`config.mk`:
```
export PLATFORM = sky130hd
export DESIGN_NAME = apsp_ctrl
export DESIGN_NICKNAME = d
export VERILOG_FILES = /design/src/rtl/core/apsp_pkg.sv /design/src/rtl/core/apsp_ctrl.sv
export SDC_FILE = /design/constraint.sdc
export NUM_CORES = 1
export LEC_CHECK = 0
export BUFFER_PORTS_ARGS = -buffer_cell sky130_fd_sc_hd__buf_2
export CELL_PAD_IN_SITES_DETAIL_PLACEMENT = 1
export CELL_PAD_IN_SITES_GLOBAL_PLACEMENT = 1
export CORE_MARGIN = 4
export CORE_UTILIZATION = 39
export DETAILED_ROUTE_END_ITERATION = 12
export PLACE_DENSITY = 0.91
export SLEW_MARGIN = 40
export SYNTH_ARGS = -nofsm -noshare
export SYNTH_HDL_FRONTEND = slang
export SYNTH_SLANG_ARGS = --single-unit
```
`constraint.sdc`:
```
create_clock -name clock -period 3.3 [get_ports clock]
set_clock_uncertainty 0.2 [all_clocks]
set_input_delay 0.33 -clock clock [delete_from_list [all_inputs] [get_ports clock]]
set_output_delay 0.33 -clock clock [all_outputs]
set_load 0.01 [all_outputs]
```
`src/rtl/core/apsp_pkg.sv`:
```
package apsp_pkg;

   localparam int ACT_W  = 2;
   localparam int VTX_W  = 5;
   localparam int WGT_W  = 16;
   localparam int DIST_W = 20;
   localparam int VIA_W  = 5;
   localparam int OP_W   = 3;

   localparam logic [ACT_W-1:0] ACT_INSERT  = 2'd0;
   localparam logic [ACT_W-1:0] ACT_COMPUTE = 2'd1;
   localparam logic [ACT_W-1:0] ACT_QUERY   = 2'd2;

   localparam logic [DIST_W-1:0] INF_DIST = 20'd999999;

   // datapath operations, carried out in the cycle after the read is issued
   localparam logic [OP_W-1:0] OP_NONE  = 3'd0;
   localparam logic [OP_W-1:0] OP_CLEAR = 3'd1;
   localparam logic [OP_W-1:0] OP_EDGE  = 3'd2;
   localparam logic [OP_W-1:0] OP_INF   = 3'd3;
   localparam logic [OP_W-1:0] OP_HOLD  = 3'd4;
   localparam logic [OP_W-1:0] OP_RELAX = 3'd5;

   typedef struct packed {
      logic [OP_W-1:0]  op;
      logic [WGT_W-1:0] weight;
   } dp_cmd_type;

endpackage

```
`src/rtl/core/apsp_ctrl.sv`:
```
module apsp_ctrl import apsp_pkg::*; #(
   parameter int VERTICES = 16
) (
   input  logic                                clock,
   input  logic                                reset,
   input  logic                                start,
   output logic                                busy,
   input  logic [ACT_W-1:0]                    req_action,
   input  logic [VTX_W-1:0]                    req_vertex_a,
   input  logic [VTX_W-1:0]                    req_vertex_b,
   input  logic [WGT_W-1:0]                    req_edge_weight,
   output logic                                rsp_valid,
   output logic                                rsp_accepted,
   output logic [DIST_W-1:0]                   rsp_distance,
   output logic [VIA_W-1:0]                    rsp_via_vertex,
   output dp_cmd_type                          cmd,
   output logic [2*$clog2(VERTICES)-1:0]       addr_a,
   output logic [2*$clog2(VERTICES)-1:0]       addr_b,
   output logic [$clog2(VERTICES+1)-1:0]       route_val,
   input  logic [DIST_W-1:0]                   rd_dist,
   input  logic [$clog2(VERTICES+1)-1:0]       rd_route
);

   localparam int IW = $clog2(VERTICES);
   localparam int AW = 2 * IW;
   localparam int RW = $clog2(VERTICES + 1);
   localparam logic [IW-1:0] LAST = IW'(VERTICES - 1);

   localparam logic [3:0] S_CLEAR    = 4'd0;
   localparam logic [3:0] S_IDLE     = 4'd1;
   localparam logic [3:0] S_INS_RD   = 4'd2;
   localparam logic [3:0] S_INS_CHK  = 4'd3;
   localparam logic [3:0] S_INS_W2   = 4'd4;
   localparam logic [3:0] S_INS_DONE = 4'd5;
   localparam logic [3:0] S_Q_RD     = 4'd6;
   localparam logic [3:0] S_Q_DATA   = 4'd7;
   localparam logic [3:0] S_INIT     = 4'd8;
   localparam logic [3:0] S_ROW      = 4'd9;
   localparam logic [3:0] S_COL      = 4'd10;
   localparam logic [3:0] S_CDONE    = 4'd11;

   logic [3:0]        state_ff, state_in;
   logic [AW-1:0]     clr_ff, clr_in;
   logic [IW-1:0]     k_ff, k_in;
   logic [IW-1:0]     i_ff, i_in;
   logic [IW-1:0]     j_ff, j_in;
   logic [IW-1:0]     va_ff, va_in;
   logic [IW-1:0]     vb_ff, vb_in;
   logic [WGT_W-1:0]  wgt_ff, wgt_in;
   logic              rsp_valid_ff, rsp_valid_in;
   logic              rsp_acc_ff, rsp_acc_in;
   logic [DIST_W-1:0] rsp_dist_ff, rsp_dist_in;
   logic [VIA_W-1:0]  rsp_via_ff, rsp_via_in;

   logic              a_ok;
   logic              b_ok;
   logic [IW-1:0]     a_idx;
   logic [IW-1:0]     b_idx;

   assign a_ok  = (req_vertex_a != '0) && (32'(req_vertex_a) <= 32'(VERTICES));
   assign b_ok  = (req_vertex_b != '0) && (32'(req_vertex_b) <= 32'(VERTICES));
   assign a_idx = IW'(32'(req_vertex_a) - 32'd1);
   assign b_idx = IW'(32'(req_vertex_b) - 32'd1);

   always_ff @(posedge clock) begin
      if (reset) begin
         state_ff     <= S_CLEAR;
         clr_ff       <= '0;
         rsp_valid_ff <= 1'b0;
      end else begin
         state_ff     <= state_in;
         clr_ff       <= clr_in;
         rsp_valid_ff <= rsp_valid_in;
      end
   end

   always_ff @(posedge clock) begin
      k_ff        <= k_in;
      i_ff        <= i_in;
      j_ff        <= j_in;
      va_ff       <= va_in;
      vb_ff       <= vb_in;
      wgt_ff      <= wgt_in;
      rsp_acc_ff  <= rsp_acc_in;
      rsp_dist_ff <= rsp_dist_in;
      rsp_via_ff  <= rsp_via_in;
   end

   always_comb begin
      state_in     = state_ff;
      clr_in       = clr_ff;
      k_in         = k_ff;
      i_in         = i_ff;
      j_in         = j_ff;
      va_in        = va_ff;
      vb_in        = vb_ff;
      wgt_in       = wgt_ff;
      rsp_valid_in = 1'b0;
      rsp_acc_in   = rsp_acc_ff;
      rsp_dist_in  = rsp_dist_ff;
      rsp_via_in   = rsp_via_ff;
      cmd.op       = OP_NONE;
      cmd.weight   = wgt_ff;
      addr_a       = {va_ff, vb_ff};
      addr_b       = {va_ff, vb_ff};
      route_val    = RW'(vb_ff) + RW'(1);

      case (state_ff)
         S_CLEAR: begin
            cmd.op = OP_CLEAR;
            addr_b = clr_ff;
            clr_in = clr_ff + AW'(1);
            if (&clr_ff) begin
               state_in = S_IDLE;
            end
         end
         S_IDLE: begin
            if (start) begin
               va_in  = a_idx;
               vb_in  = b_idx;
               wgt_in = req_edge_weight;
               case (req_action)
                  ACT_INSERT: begin
                     if (a_ok && b_ok) begin
                        state_in = S_INS_RD;
                     end else begin
                        rsp_valid_in = 1'b1;
                        rsp_acc_in   = 1'b0;
                        rsp_dist_in  = '0;
                        rsp_via_in   = '0;
                     end
                  end
                  ACT_COMPUTE: begin
                     k_in     = '0;
                     i_in     = '0;
                     j_in     = '0;
                     state_in = S_INIT;
                  end
                  ACT_QUERY: begin
                     if (a_ok && b_ok) begin
                        state_in = S_Q_RD;
                     end else begin
                        rsp_valid_in = 1'b1;
                        rsp_acc_in   = 1'b1;
                        rsp_dist_in  = '0;
                        rsp_via_in   = '0;
                     end
                  end
                  default: begin
                     rsp_valid_in = 1'b1;
                     rsp_acc_in   = 1'b1;
                     rsp_dist_in  = '0;
                     rsp_via_in   = '0;
                  end
               endcase
            end
         end
         S_INS_RD: begin
            state_in = S_INS_CHK;
         end
         S_INS_CHK: begin
            // a nonzero distance means the entry is taken
            if (rd_dist != '0) begin
               rsp_valid_in = 1'b1;
               rsp_acc_in   = 1'b0;
               rsp_dist_in  = '0;
               rsp_via_in   = '0;
               state_in     = S_IDLE;
            end else begin
               cmd.op   = OP_EDGE;
               state_in = S_INS_W2;
            end
         end
         S_INS_W2: begin
            cmd.op    = OP_EDGE;
            addr_b    = {vb_ff, va_ff};
            route_val = RW'(va_ff) + RW'(1);
            state_in  = S_INS_DONE;
         end
         S_INS_DONE: begin
            rsp_valid_in = 1'b1;
            rsp_acc_in   = 1'b1;
            rsp_dist_in  = '0;
            rsp_via_in   = '0;
            state_in     = S_IDLE;
         end
         S_Q_RD: begin
            state_in = S_Q_DATA;
         end
         S_Q_DATA: begin
            rsp_valid_in = 1'b1;
            rsp_acc_in   = 1'b1;
            rsp_dist_in  = rd_dist;
            rsp_via_in   = VIA_W'(rd_route);
            state_in     = S_IDLE;
         end
         S_INIT: begin
            // empty off-diagonal entries become unreachable
            addr_b = {i_ff, j_ff};
            cmd.op = (i_ff != j_ff) ? OP_INF : OP_NONE;
            j_in   = j_ff + IW'(1);
            if (j_ff == LAST) begin
               j_in = '0;
               i_in = i_ff + IW'(1);
               if (i_ff == LAST) begin
                  i_in     = '0;
                  state_in = S_ROW;
               end
            end
         end
         S_ROW: begin
            addr_a   = {i_ff, k_ff};
            cmd.op   = OP_HOLD;
            j_in     = '0;
            state_in = S_COL;
         end
         S_COL: begin
            addr_a    = {k_ff, j_ff};
            addr_b    = {i_ff, j_ff};
            cmd.op    = OP_RELAX;
            route_val = RW'(k_ff) + RW'(1);
            j_in      = j_ff + IW'(1);
            if (j_ff == LAST) begin
               j_in     = '0;
               state_in = S_ROW;
               if (i_ff == LAST) begin
                  i_in = '0;
                  if (k_ff == LAST) begin
                     state_in = S_CDONE;
                  end else begin
                     k_in = k_ff + IW'(1);
                  end
               end else begin
                  i_in = i_ff + IW'(1);
               end
            end
         end
         S_CDONE: begin
            rsp_valid_in = 1'b1;
            rsp_acc_in   = 1'b1;
            rsp_dist_in  = '0;
            rsp_via_in   = '0;
            state_in     = S_IDLE;
         end
         default: begin
            state_in = S_IDLE;
         end
      endcase
   end

   assign busy           = state_ff != S_IDLE;
   assign rsp_valid      = rsp_valid_ff;
   assign rsp_accepted   = rsp_acc_ff;
   assign rsp_distance   = rsp_dist_ff;
   assign rsp_via_vertex = rsp_via_ff;

endmodule

```
Word-level counts from Yosys, hierarchy flattened. Index checks and enable logic that the tools add are counted.

Flip-flop bits (word level): 75. Input bits: 56. Output and inout port bits: 68. Logic and storage cells: 133.

Add/sub/neg operators: 9. Order comparisons: 2. Equality and inequality tests: 35. Muxes and demuxes: 50. Reduce and logical (&&, ||, !) cells: 25.

Operators by type and width (count): $pmux 20 s4 (1); $mux 20 (3); $mux 4 (15); $pmux 20 s2 (1); $pmux 4 s9 (1); $eq 4x4->1 const B (7); $pmux 4 s3 (2); $pmux 8 s3 (1); $pmux 5 s2 (2); $pmux 5 s4 (1); $reduce_bool 20->1 (1); $ne 2x2->1 const B (9); $pmux 3 s6 (1); $eq 4x3->1 const B (4); $pmux 4 s2 (2); $pmux 8 s2 (1); $reduce_and 8->1 (2); $add 4x1->5 const B (3); $mux 5 (3); $ne 3x3->1 const B (5); $add 4x1->4 const B (3); $reduce_and 6->1 (2); $le 5x5->1 const B (2); $reduce_bool 5->1 (2); 27 further kinds (47).

Depth between registers and ports, before layout.
Depth in word-level cells: 7. Gate-level depth with buffers: 7. Gate-level depth less buffers: 7.

Worst setup path before layout. OpenSTA, ideal clock, no wires.

Kind: register -> register. Start point: register state_ff[3]. End point: register va_ff[0], enable pin. Library setup time: 0.405 ns. Data arrival time: 2.086 ns. Data required time: 2.695 ns. Setup slack: 0.609 ns. Stages on the path, launching flop included: 4. Buffers on the path: 1. Clock period less this slack: 2.691 ns. Path through: dfxtp_1 > or4b_1 > buf_4 > nor2_1.

Longest elaborated chain between the ends: 2.

RTL lines: start: declaration (RTL line apsp_ctrl.sv:42) `logic [3:0] state_ff, state_in;`; start signal: assignment (RTL line apsp_ctrl.sv:71) `state_ff <= state_in;`; $eq 4x1->1 (RTL line apsp_ctrl.sv:108) `case (state_ff)`; $reduce_and 2->1 (no source line); end signal: assignment (RTL line apsp_ctrl.sv:81) `va_ff <= va_in;`; end: declaration (RTL line apsp_ctrl.sv:47) `logic [IW-1:0] va_ff, va_in;`.

No other way between the ends. A chain may end at the register's enable or synchronous reset.

Worst setup path in the final report.
Start point: register state_ff[2]. End point: output route_val[2].

Longest elaborated chain between the ends: 2. Elaborated cells between the ends (all ways): 3. Those cells by class: 2 x eq/ne; 1 x mux.

RTL lines: $eq 4x4->1 or $eq 4x3->1 (tied branches) (RTL line apsp_ctrl.sv:108); $pmux 5 s2 (*) (RTL line apsp_ctrl.sv:108); end: declaration (RTL line apsp_ctrl.sv:19) `output logic [$clog2(VERTICES+1)-1:0] route_val,`.

Mark *: on every way between the ends. The rest lies on a longest branch, timed or not.

==> out/qor.csv <==
stage,metric,value,unit
global_route,grt_first_pass_wirelength,17510,um
logic_synthesis,syn_nets,391,
logic_synthesis,yosysTopAreaCellShare,49.80,%
clock_tree,cts_tree,done,
detailed_routing,drtIter0Drc,192,
finish,fin_nets,530,
detailed_routing,via_count,3184,
detailed_routing,vias_per_cell,5.298,
worst_setup_path,start_kind,flip-flop,
logic_synthesis,synth_cell_type_count,51,
detailed_routing,drt-wirelength-per-cell,18.48,um
logic_synthesis,ys_seq_area_share,56.76,%
worst_setup_path,r2r_start,state_ff[0],
logic_synthesis,syn_area,0.003739,mm^2
logic_synthesis,synth_top_area_cell,edfxtp_1,
die,initial_core_util,40.27,%
worst_setup_path,worstSetupPathType,reg -> out,
logic_synthesis,yosys_most_used_dff,edfxtp_1,
power_and_ir_drop,p_int,1.794,mW
die,core,0.009284,mm^2
worst_setup_path,r2r_end,va_ff[3],
finish,n_fill_cell,1076,
worst_setup_path,cp_num_buf_inv,1,
status,status,"complete, no violations",
detailed_routing,drcViolationCount,0,
logic_synthesis,ys_ff_latch,75,
logic_synthesis,synthCells,328,
worst_setup_path,critPathRequiredTime,2770,ps
worst_setup_path,rrSetupSlack,670,ps
power_and_ir_drop,p_per_area,533.9,mW/mm^2
clock_tree,clockBufferDepth,2,
sta,setup_viol,0,
die,rows,35,
global_route,antenna_found_initial,0,
sta,finalHoldViolations,0,
worst_setup_path,critPathLaunch,state_ff[2],
die,die_x,105.9,um
clock_tree,postCtsSetupBuffers,0,
die,dieArea,0.01122,mm^2
min_path,holdPathStages,2,
clock_tree,numCtsBuffers,9,
power_and_ir_drop,vdd_drop_max,331.4,uV
min_path,min_path_type,in -> reg,
logic_synthesis,synthTopCellsByArea,"edfxtp_1 50%, dfxtp_1 7.0%, and2_1 5.4%",
die,die_h,105.9,um
clock_tree,cts-resized-gates,0,
power_and_ir_drop,power.share.sequential,47.2,%
detailed_routing,drt_first_pass_iters,4,
sta,fmax,316.1,MHz
finish,drive_gt1_share,32.63,%
power_and_ir_drop,leakage,1.990,nW
global_route,grt_overflow_total,0,
worst_setup_path,cp-endpoint,route_val[2],
clock_tree,cts-root-buf,clkbuf_8,
worst_setup_path,crit_fanout,15,
sta,fin_crit_sh,95.87,%
clock_tree,cts.sinks,75,
worst_setup_path,critPathTopFamily,flip-flops,
clock_tree,insertion_delay,340,ps
placement,pre_cts_slack,566.7,ps
power_and_ir_drop,finalPower,2.596,mW
run,maxCapViolations,0,
worst_setup_path,crit_arrival,2630,ps
placement,io_buffers,123,
clock_tree,htreeDepth,3,
worst_setup_path,cp_slowest_stage_delay,700,ps
power_and_ir_drop,power.switching,802.1,uW
sta,tns,0,ps
sta,rsz0062_at_grt,false,
power_and_ir_drop,clockPowerShare,29.1,%
worst_setup_path,r2r.worst_path.cells,3,
sta,drv_slew,0,
placement,dpl.hpwl,8289,um
clock_tree,clk_pin_slew,80,ps
die,io_pins,124,
global_route,grt_max_degree,26,
sta,fin_ws,136.3,ps
logic_synthesis,ys_warn_count,0,
worst_setup_path,cp.depth,6,
power_and_ir_drop,combPwrFrac,23.8,%
detailed_routing,ant_nets,0,
worst_setup_path,cp_slowest_cell,dfxtp_1,
sta,slew-limit-headroom,53.55,%
worst_setup_path,crit_chain,nor4b_2 > nor2_2 > a221o_1 > ha_1 > xor2_1 > buf_2,
sta,fin_crit,3164,ps
finish,n_antenna_cell,0,
worst_setup_path,worst_setup_path_end_kind,primary output,
finish,area_growth,30.05,%
global_route,track_usage,19.72,%
logic_synthesis,synth_edf_count,62,
detailed_routing,wirelength,11100,um
power_and_ir_drop,power.share.switching,30.90,%
logic_synthesis,avgSynthCellArea,11.40,um^2
placement,gp_congestion,0.8820,
global_route,grt_pass1_vias,3413,
sta,worstMarginPinSlew,695.9,ps
logic_synthesis,synthArstFlopShare,0,%
## final cells by class
type,count,area [um^2],area share [%]
tap,129,161.4,3.320
multi-input combinational,217,1471,30.26
clock buffer,14,206.4,4.246
inverter,20,75.07,1.544
timing repair buffer,144,813.3,16.73
sequential,75,2122,43.64
clock inverter,2,12.51,0.2573
## layout by cell type (no fill, tap or decap), drive strengths merged, types with 2 or more instances in the layout
cell type / n
a211oi: 2
a21oi: 6
a221o: 3
a222oi: 7
a22oi: 7
and2: 32
and3: 5
buf: 128
clkbuf: 14
dfxtp: 13
dlygate4sd3: 16
edfxtp: 62
ha: 7
inv: 20
nand2: 15
nand2b: 2
nand3: 9
nand4: 4
nor2: 25
nor2b: 2
nor3: 5
nor3b: 6
nor4: 6
o2111a: 2
o21ai: 28
or3: 4
or4: 2
xnor2: 7
xor2: 16
## power groups by stage
| stage | Combinational, mW | Sequential (mW) | Clock, mW |
|---|---|---|---|
| 3_3_place_gp | 0.567 | 1.23 | 0 |
| 5_1_grt | 0.676 | 1.23 | 0.819 |
| 2_1_floorplan | 0.332 | 1.24 | 0 |
| 3_5_place_dp | 0.592 | 1.24 | 0 |
| 4_1_cts | 0.620 | 1.22 | 0.770 |
| 6_report | 0.617 | 1.22 | 0.754 |
## flip-flops by register name, summed over array words and instances (netlist names), 5 cells and up
signal and cells:
clr_ff 8, rsp_distance 20, rsp_via_vertex 5, wgt_ff 16
## cells in the mapped netlist, types with 2 or more instances
cell type / count
edfxtp_1: 62
and2_1: 32
o21ai_0: 28
nor2_1: 24
inv_1: 20
xor2_1: 16
nand2_1: 15
dfxtp_1: 13
nand3_1: 8
a222oi_1: 7
a22oi_1: 7
buf_2: 7
clkbuf_1: 7
ha_1: 7
xnor2_1: 7
a21oi_1: 6
nor3b_1: 6
and3_1: 5
nand4_1: 4
nor3_1: 4
nor4_1: 4
or3_1: 4
a221o_1: 3
nand2b_1: 2
nor2b_1: 2
o2111a_1: 2
or4_1: 2
## cells by family after synthesis
logic type / after synthesis / synth area share, %
buffers and inverters: 36 / 4.150
flip-flops: 75 / 56.76
adder cells (fa/ha/maj): 7 / 2.343
AO/OA/AOI/OAI: 66 / 12.38
AND/OR/NAND/NOR: 120 / 18.71
multiplexers: 1 / 0.2677
XOR/XNOR: 23 / 5.388
## worst min path at each step
stage	slack (ps)	to	startpoint
floorplan	200	state_ff[3]	reset
global placement	290	clr_ff[7]	clr_ff[7]
detailed placement	310	wgt_ff[0]	req_edge_weight[0]
CTS	50	rsp_via_vertex[0]	rd_route[0]
global route	50	rsp_via_vertex[0]	rd_route[0]
finish	60	rsp_via_vertex[0]	rd_route[0]
## per-stage QoR
step / instance area [um^2] / util, % / hold slack (ps) / std cells
after CTS: 4857 / 52.32 / 45.24 / 601
after global placement: 4476 / 48.21 / 292.3 / 569
after floorplan: 3739 / - / 201.6 / 328
after global routing: 4862 / 52.37 / 50.29 / 601
final: 4862 / 52.37 / 59.16 / 601
after detailed placement: 4478 / 48.23 / 308.8 / 569
## repair_timing
action                                 in CTS  in global routing
endpoints found under the hold margin      16                  0
hold buffers                               16                  0
setup endpoints to repair                   0                  0
## metal layers
layer  GRT usage [%]  share of wire [%]  vias up
met1           23.73                 40     1557
met5               0                  0        -
met3           3.764                6.3       23
met2           34.65                 51      115
met4           8.048                2.5        0
li1                -                  -     1489
No activity file was read; power rests on OpenSTA's default activity.
